[src/rtl/lbpd_pkg.sv]
// shared types and constants for the buffer pool frame directory
// no dependencies; used by every module of the block
package lbpd_pkg;

    localparam int PAGE_W    = 31;
    localparam int STAMP_W   = 32;
    localparam int FRAME_O_W = 6;

    localparam logic OP_READ  = 1'b0;
    localparam logic OP_WRITE = 1'b1;

    // one frame entry as held in the directory memory
    typedef struct packed {
        logic [PAGE_W-1:0]  page;
        logic               dirty;
        logic [STAMP_W-1:0] stamp;
    } t_entry;

    // outcome of a scan over the resident frames
    typedef struct packed {
        logic              found;
        logic              hit_dirty;
        logic              old_dirty;
        logic [PAGE_W-1:0] old_page;
    } t_scan_res;

endpackage

[src/rtl/lru_buffer_pool_directory_top.sv]
// top level of the buffer pool frame directory with lru replacement
// depends on lbpd_pkg, lbpd_frame_mem and lbpd_scan
//
// An access is a transfer taken when start is high and busy is low. The block
// scans the resident frames one per cycle out of a single-port-read memory,
// then writes the chosen frame back in the update state. Each frame in use
// (at most NUM_FRAMES) is read through the registered read port and its entry
// folded into the scan result; while the pool is still empty there is nothing
// to read and the block goes straight on to the update. The result appears on
// the o_ ports for exactly one cycle with o_valid high and cannot be held off;
// busy is already low in that cycle, so a new access may be started alongside.
// Frames fill in order from zero and are never released, so a fill count
// stands for the per-frame valid bits and no clearing pass is needed at reset.
module lru_buffer_pool_directory_top #(
    parameter int NUM_FRAMES = 64
) (
    input  logic                                i_clk,
    input  logic                                i_rst_n,
    input  logic                                start,
    output logic                                busy,
    input  logic                                i_op,
    input  logic [lbpd_pkg::PAGE_W-1:0]         i_page_number,
    output logic                                o_valid,
    output logic                                o_hit,
    output logic [lbpd_pkg::FRAME_O_W-1:0]      o_frame_index,
    output logic                                o_writeback,
    output logic [lbpd_pkg::PAGE_W-1:0]         o_writeback_page
);
    import lbpd_pkg::*;

    localparam int AW = (NUM_FRAMES > 1) ? $clog2(NUM_FRAMES) : 1;
    localparam logic [AW:0] FILL_FULL = (AW+1)'(NUM_FRAMES);

    typedef enum logic [1:0] {
        S_IDLE,
        S_SCAN,
        S_UPDATE
    } t_state;

    t_state              r_state;
    logic                r_op;
    logic [PAGE_W-1:0]   r_page;
    logic [STAMP_W-1:0]  r_counter;
    logic [AW:0]         r_fill;
    logic [AW:0]         r_addr;
    logic                r_pend;
    logic [AW-1:0]       r_pidx;
    logic                r_valid;
    logic                r_hit;
    logic [FRAME_O_W-1:0] r_frame;
    logic                r_wb;
    logic [PAGE_W-1:0]   r_wb_page;

    logic                accept;
    logic                rd_en;
    t_entry              rdata;
    t_entry              wdata;
    t_scan_res           res;
    logic [AW-1:0]       hit_idx;
    logic [AW-1:0]       old_idx;
    logic                full;
    logic [AW-1:0]       chosen;
    logic                wb_now;
    logic [AW+FRAME_O_W-1:0] chosen_ext;

    assign accept = start && (r_state == S_IDLE);
    assign busy   = (r_state != S_IDLE);

    // read the resident frames in order, one per cycle
    assign rd_en = (r_state == S_SCAN) && (r_addr < r_fill);

    // decision for the update cycle
    assign full   = (r_fill == FILL_FULL);
    assign wb_now = !res.found && full && res.old_dirty;

    always_comb begin
        if (res.found) begin
            chosen = hit_idx;
        end else if (!full) begin
            chosen = r_fill[AW-1:0];
        end else begin
            chosen = old_idx;
        end
    end

    // frame index reported as its low bits, zero-extended for small pools
    assign chosen_ext = {{FRAME_O_W{1'b0}}, chosen};

    always_comb begin
        wdata.page  = r_page;
        wdata.dirty = (r_op == OP_WRITE) || (res.found && res.hit_dirty);
        wdata.stamp = r_counter;
    end

    lbpd_frame_mem #(
        .DEPTH (NUM_FRAMES),
        .AW    (AW)
    ) u_mem (
        .i_clk   (i_clk),
        .i_we    (r_state == S_UPDATE),
        .i_waddr (chosen),
        .i_wdata (wdata),
        .i_re    (rd_en),
        .i_raddr (r_addr[AW-1:0]),
        .o_rdata (rdata)
    );

    lbpd_scan #(
        .AW (AW)
    ) u_scan (
        .i_clk      (i_clk),
        .i_rst_n    (i_rst_n),
        .i_clear    (accept),
        .i_sample   (r_pend),
        .i_idx      (r_pidx),
        .i_entry    (rdata),
        .i_req_page (r_page),
        .i_counter  (r_counter),
        .o_res      (res),
        .o_hit_idx  (hit_idx),
        .o_old_idx  (old_idx)
    );

    always_ff @(posedge i_clk) begin
        if (!i_rst_n) begin
            r_state   <= S_IDLE;
            r_counter <= '0;
            r_fill    <= '0;
            r_addr    <= '0;
            r_pend    <= 1'b0;
            r_valid   <= 1'b0;
        end else begin
            // result strobe follows the update cycle only
            r_valid <= (r_state == S_UPDATE);
            r_pend  <= rd_en;
            r_pidx  <= r_addr[AW-1:0];
            unique case (r_state)
                S_IDLE: begin
                    if (accept) begin
                        r_op    <= i_op;
                        r_page  <= i_page_number;
                        r_addr  <= '0;
                        r_state <= S_SCAN;
                    end
                end
                S_SCAN: begin
                    if (rd_en) begin
                        r_addr <= r_addr + 1'b1;
                    end else if (!r_pend) begin
                        // last entry has been folded into the scan result
                        r_state <= S_UPDATE;
                    end
                end
                S_UPDATE: begin
                    r_counter <= r_counter + 1'b1;
                    if (!res.found && !full) begin
                        r_fill <= r_fill + 1'b1;
                    end
                    r_hit     <= res.found;
                    r_frame   <= chosen_ext[FRAME_O_W-1:0];
                    r_wb      <= wb_now;
                    r_wb_page <= wb_now ? res.old_page : '0;
                    r_state   <= S_IDLE;
                end
                default: begin
                    r_state <= S_IDLE;
                end
            endcase
        end
    end

    assign o_valid          = r_valid;
    assign o_hit            = r_hit;
    assign o_frame_index    = r_frame;
    assign o_writeback      = r_wb;
    assign o_writeback_page = r_wb_page;

endmodule

[src/rtl/lbpd_frame_mem.sv]
// frame directory memory: one write port, one registered read port
// depends on lbpd_pkg for the entry type
module lbpd_frame_mem #(
    parameter int DEPTH = 64,
    parameter int AW    = 6
) (
    input  logic            i_clk,
    input  logic            i_we,
    input  logic [AW-1:0]   i_waddr,
    input  lbpd_pkg::t_entry i_wdata,
    input  logic            i_re,
    input  logic [AW-1:0]   i_raddr,
    output lbpd_pkg::t_entry o_rdata
);
    import lbpd_pkg::*;

    t_entry r_mem [DEPTH];
    t_entry r_rdata;

    always_ff @(posedge i_clk) begin
        if (i_we) begin
            r_mem[i_waddr] <= i_wdata;
        end
        if (i_re) begin
            r_rdata <= r_mem[i_raddr];
        end
    end

    assign o_rdata = r_rdata;

endmodule

[src/rtl/lbpd_scan.sv]
// scan unit: takes one frame entry a cycle while i_sample is high, tracks the hit and the oldest frame
// depends on lbpd_pkg for entry and result types
module lbpd_scan #(
    parameter int AW = 6
) (
    input  logic                         i_clk,
    input  logic                         i_rst_n,
    input  logic                         i_clear,
    input  logic                         i_sample,
    input  logic [AW-1:0]                i_idx,
    input  lbpd_pkg::t_entry             i_entry,
    input  logic [lbpd_pkg::PAGE_W-1:0]  i_req_page,
    input  logic [lbpd_pkg::STAMP_W-1:0] i_counter,
    output lbpd_pkg::t_scan_res          o_res,
    output logic [AW-1:0]                o_hit_idx,
    output logic [AW-1:0]                o_old_idx
);
    import lbpd_pkg::*;

    t_scan_res           r_res;
    logic [AW-1:0]       r_hit_idx;
    logic [AW-1:0]       r_old_idx;
    logic [STAMP_W-1:0]  r_best_age;
    logic [STAMP_W-1:0]  age;
    logic                is_hit;
    logic                is_older;

    // age survives counter wrap by modular difference
    assign age      = i_counter - i_entry.stamp;
    assign is_hit   = !r_res.found && (i_entry.page == i_req_page);
    assign is_older = (i_idx == '0) || (age > r_best_age);

    always_ff @(posedge i_clk) begin
        if (!i_rst_n || i_clear) begin
            r_res      <= '0;
            r_hit_idx  <= '0;
            r_old_idx  <= '0;
            r_best_age <= '0;
        end else if (i_sample) begin
            if (is_hit) begin
                r_res.found     <= 1'b1;
                r_res.hit_dirty <= i_entry.dirty;
                r_hit_idx       <= i_idx;
            end
            if (is_older) begin
                r_best_age      <= age;
                r_old_idx       <= i_idx;
                r_res.old_dirty <= i_entry.dirty;
                r_res.old_page  <= i_entry.page;
            end
        end
    end

    assign o_res     = r_res;
    assign o_hit_idx = r_hit_idx;
    assign o_old_idx = r_old_idx;

endmodule

[config.mk]
export PLATFORM = sky130hd
export DESIGN_NAME = lru_buffer_pool_directory_top
export DESIGN_NICKNAME = d
export VERILOG_FILES = /design/src/rtl/lbpd_pkg.sv /design/src/rtl/lru_buffer_pool_directory_top.sv /design/src/rtl/lbpd_frame_mem.sv /design/src/rtl/lbpd_scan.sv
export SDC_FILE = /design/constraint.sdc
export NUM_CORES = 2
export LEC_CHECK = 0
export BUFFER_PORTS_ARGS = -buffer_cell sky130_fd_sc_hd__buf_2
export CAP_MARGIN = 10
export CORE_MARGIN = 3
export CORE_UTILIZATION = 50
export DETAILED_ROUTE_END_ITERATION = 16
export GPL_ROUTABILITY_DRIVEN = 0
export PLACE_DENSITY_LB_ADDON = 0.25
export SYNTH_ARGS = -nofsm -noshare
export SYNTH_HDL_FRONTEND = slang
export SYNTH_SLANG_ARGS = --single-unit
[constraint.sdc]
create_clock -name i_clk -period 13.8 [get_ports i_clk]
set_input_delay 1.38 -clock i_clk [delete_from_list [all_inputs] [get_ports i_clk]]
set_output_delay 1.38 -clock i_clk [all_outputs]
set_load 0.03 [all_outputs]
==> impl_metrics.ini <==
[run_status]
status = finished, final reports clean

[clock_network]
cts_inserted_buffers = 423
clkTransAtPathRegs_ps = 60
insertion_delay_ps = 990
cts_root_buf = clkbuf_16
cts_tree = built
htreeDepth = 5
cts_resized = 0
post_cts_buffers = 0
ctsHoldBuffers = 0
cts_sinks = 4365
clock_path_buffers = 4

[layout]
fin_nets = 7487
area_delta_synth_final_pct = 12.4
final-instance-count-excl-fill = 12100
n_fill_cell = 23600
drive_above_1_share_pct = 31.0

[critical_path]
required_ps = 14630
path_cells = inv_1 > ha_1 > inv_1 > fa_1 > a211oi_1 > o31a_1 > a2111o_1 > a21oi_1 > o211ai_1 > a21oi_1 > o21ai_0 > and2_1 > ha_1 > nand3_1 > nor4_1 > o21ai_0 > o211ai_1 > o211a_4 > buf_4 > mux2i_1 > nor2_1
r2r_cells = 21
slowest_stage = dfxtp_2
crit_arrival_ps = 7910
startpoint = r_counter[0]
path_class = register to register
max_stage_delay_ps = 1010
crit_end = u_scan.o_res[29]
rr_endpoint = u_scan.o_res[29]
r2r-start = r_counter[0]
cp-end-kind = register
crit_path_start_kind = register
reg2reg_slack_ps = 6720
critical_path.max_fanout = 67

[routing]
antenna_left = 0
dr_wl_met2_um = 218000
via_per_inst = 6.70
wl_per_cell_um = 38.4
drt-met1-wl_um = 179000
drc = 0
met3WireLength_um = 50900
drt_iter0_markers = 13100
routed_wl_um = 464000
first_pass_iters = 5
num_vias = 81000
highest_layer = met5

[timing]
drv_slew = 0
fmax_mhz = 141
skew_ps = 40.6
hold_violations = 0
setup_viol = 0
fin_crit_sh_pct = 51.3
rsz0062_at_grt = no
final.setup.tns_ps = 0
worst_pin_slew_ps = 1290
period_minus_slack_ps = 7080
relSlewSlack_pct = 14.0

[synthesis]
async_reset_ff_share_pct = 0
seq_area_frac_synth_pct = 77.6
ys_top_cells_by_count = edfxtp_1 (4237), mux4_2 (1344), clkbuf_1 (198)
synth.distinct_cells = 56
synth_area_um2 = 167000
syn-num-nets = 7061
syn_area_per_cell_um2 = 24.1
synth_area_leader_cell = edfxtp_1
synth_ff_type = edfxtp_1
ys_ff_latch = 4365
synth_top_area_share_pct = 76.0
ys_top_cells_by_area = edfxtp_1 (76%), mux4_2 (18%), dfxtp_1 (1.5%)
ys_warn_count = 0
synthCells = 6952
synth_edf_count = 4237
synth.most_common_cell = edfxtp_1

[placed_design]
placed_cells = 11300
dp.final_hpwl_um = 235000
port_buffers = 75

[floorplanning]
die_w_um = 585
die-area_um2 = 342000
num_io_pins = 76
fp.dieH_um = 585
placementRows = 211
initial_core_util_pct = 50.4
core_area_um2 = 332000

[global_routing]
grtUsageTotal_pct = 27.2
grt_pass1_wl_um = 642000
grt_overflow = 0
grt_pass1_vias = 79600
grt_max_degree = 150
antenna_found_initial = 7

[power_and_ir_drop]
power_density_nw_per_um2 = 143
cellLeakagePower_uw = 0.0566
ir_drop_uv = 123

[job]
drv_cap = 0

[min_path]
hold_class = register to register
[per-stage QoR]
stage / cell area, µm² / util (%) / setup WS [ps] / hold slack, ps / power, µW
after floorplan: 167000 / - / 8530 / 406 / 15500
after CTS: 188000 / 56.6 / 6840 / 473 / 27000
after detailed placement: 174000 / 52.5 / 6900 / 465 / 15700
after global routing: 188000 / 56.7 / 6200 / 486 / 27600
final: 188000 / 56.7 / 6720 / 473 / 26800
after global placement: 174000 / 52.5 / 6970 / 451 / 15700
[sequential cells by signal, summed over array words and instances (netlist names), 6 cells and up]
signal,cells
o_frame_index,6
o_writeback_page,31
r_addr,7
r_counter,32
r_fill,7
r_page,31
r_pidx,6
u_mem.o_rdata,64
u_mem.r_mem,4096
u_scan.o_hit_idx,6
u_scan.o_old_idx,6
u_scan.o_res,34
u_scan.r_best_age,32
[logic make-up (layout without fill, tap and decap cells)]
group	count (synthesis)	in the layout	share of synthesized area [%]
multiplexers	1420	1420	18.5
other	0	5	0
adder cells (fa/ha/maj)	74	74	0.558
XOR/XNOR	93	93	0.487
AND/OR/NAND/NOR	433	433	1.26
AO/OA/AOI/OAI	154	154	0.585
buffers and inverters	413	1188	1.02
flip-flops	4365	4365	77.6
[cells in the final DEF, fill, tap and decap left out, types with 9 or more instances in the layout]
cell and instances:
clkbuf_1 87, clkbuf_16 427, nand3_1 22, a21o_1 21, o21ai_0 23, buf_4 245, bufinv_16 39, nor2_1 107
ha_1 73, xor2_1 39, nor2_4 66, nand2_1 68, xnor2_1 54, and2_1 71, nor4_1 12, a21oi_1 43
mux4_2 1344, inv_6 12, buf_12 11, nand4_1 25, dfxtp_1 91, clkbuf_8 12, mux2i_1 76, nor2b_1 15
o21a_1 11, dfxtp_2 31, buf_2 75, clkinv_2 86, clkinv_1 86, or3_1 9, inv_1 77, edfxtp_1 4237
nor3_1 11
[metal layers]
metal  global-route usage, %  vias to the layer above
met3                    4.89                      785
met1                    40.2                    44300
met5                       0                        -
li1                        -                    30700
met2                    41.7                     5280
met4                    8.98                        2
[worst min path at each step]
stage | start | end | depth (start not counted)
floorplan | u_scan.o_res[33] | o_hit | 0
global placement | u_scan.r_best_age[24] | u_scan.r_best_age[24] | 2
detailed placement | u_scan.r_best_age[24] | u_scan.r_best_age[24] | 2
CTS | u_scan.r_best_age[24] | u_scan.r_best_age[24] | 2
global route | u_scan.r_best_age[24] | u_scan.r_best_age[24] | 2
finish | u_scan.r_best_age[24] | u_scan.r_best_age[24] | 2
[power breakdown]
group / switching (µW) / leakage (µW) / total [µW] / internal (µW)
Clock: 4940 / 0.00667 / 11400 / 6480
Combinational: 487 / 0.0106 / 971 / 484
Sequential: 23.8 / 0.0393 / 14500 / 14400
[layout make-up]
type / instances / area, µm² / area share [%]
clock buffers: 526 / 11200 / 5.94
diodes: 5 / 12.5 / 0.00665
inverters: 83 / 312 / 0.166
clock inverters: 248 / 2410 / 1.28
multi-input cells: 2174 / 36400 / 19.3
repair buffers: 331 / 2430 / 1.29
flip-flops and latches: 4365 / 130000 / 69.1
well taps: 4366 / 5460 / 2.91
[worst max-delay path: cells and delay by family, from the launching register on]
| family | cells | cell delay, ps |
|---|---|---|
| AOI/OAI and AO/OA | 10 | 2730 |
| buffers and inverters | 3 | 1070 |
| DFF | 1 | 1010 |
| and+or+nand+nor | 4 | 900 |
| adders and majority gates | 3 | 800 |
| muxes | 1 | 290 |
Power figures use the tool's default switching activity.
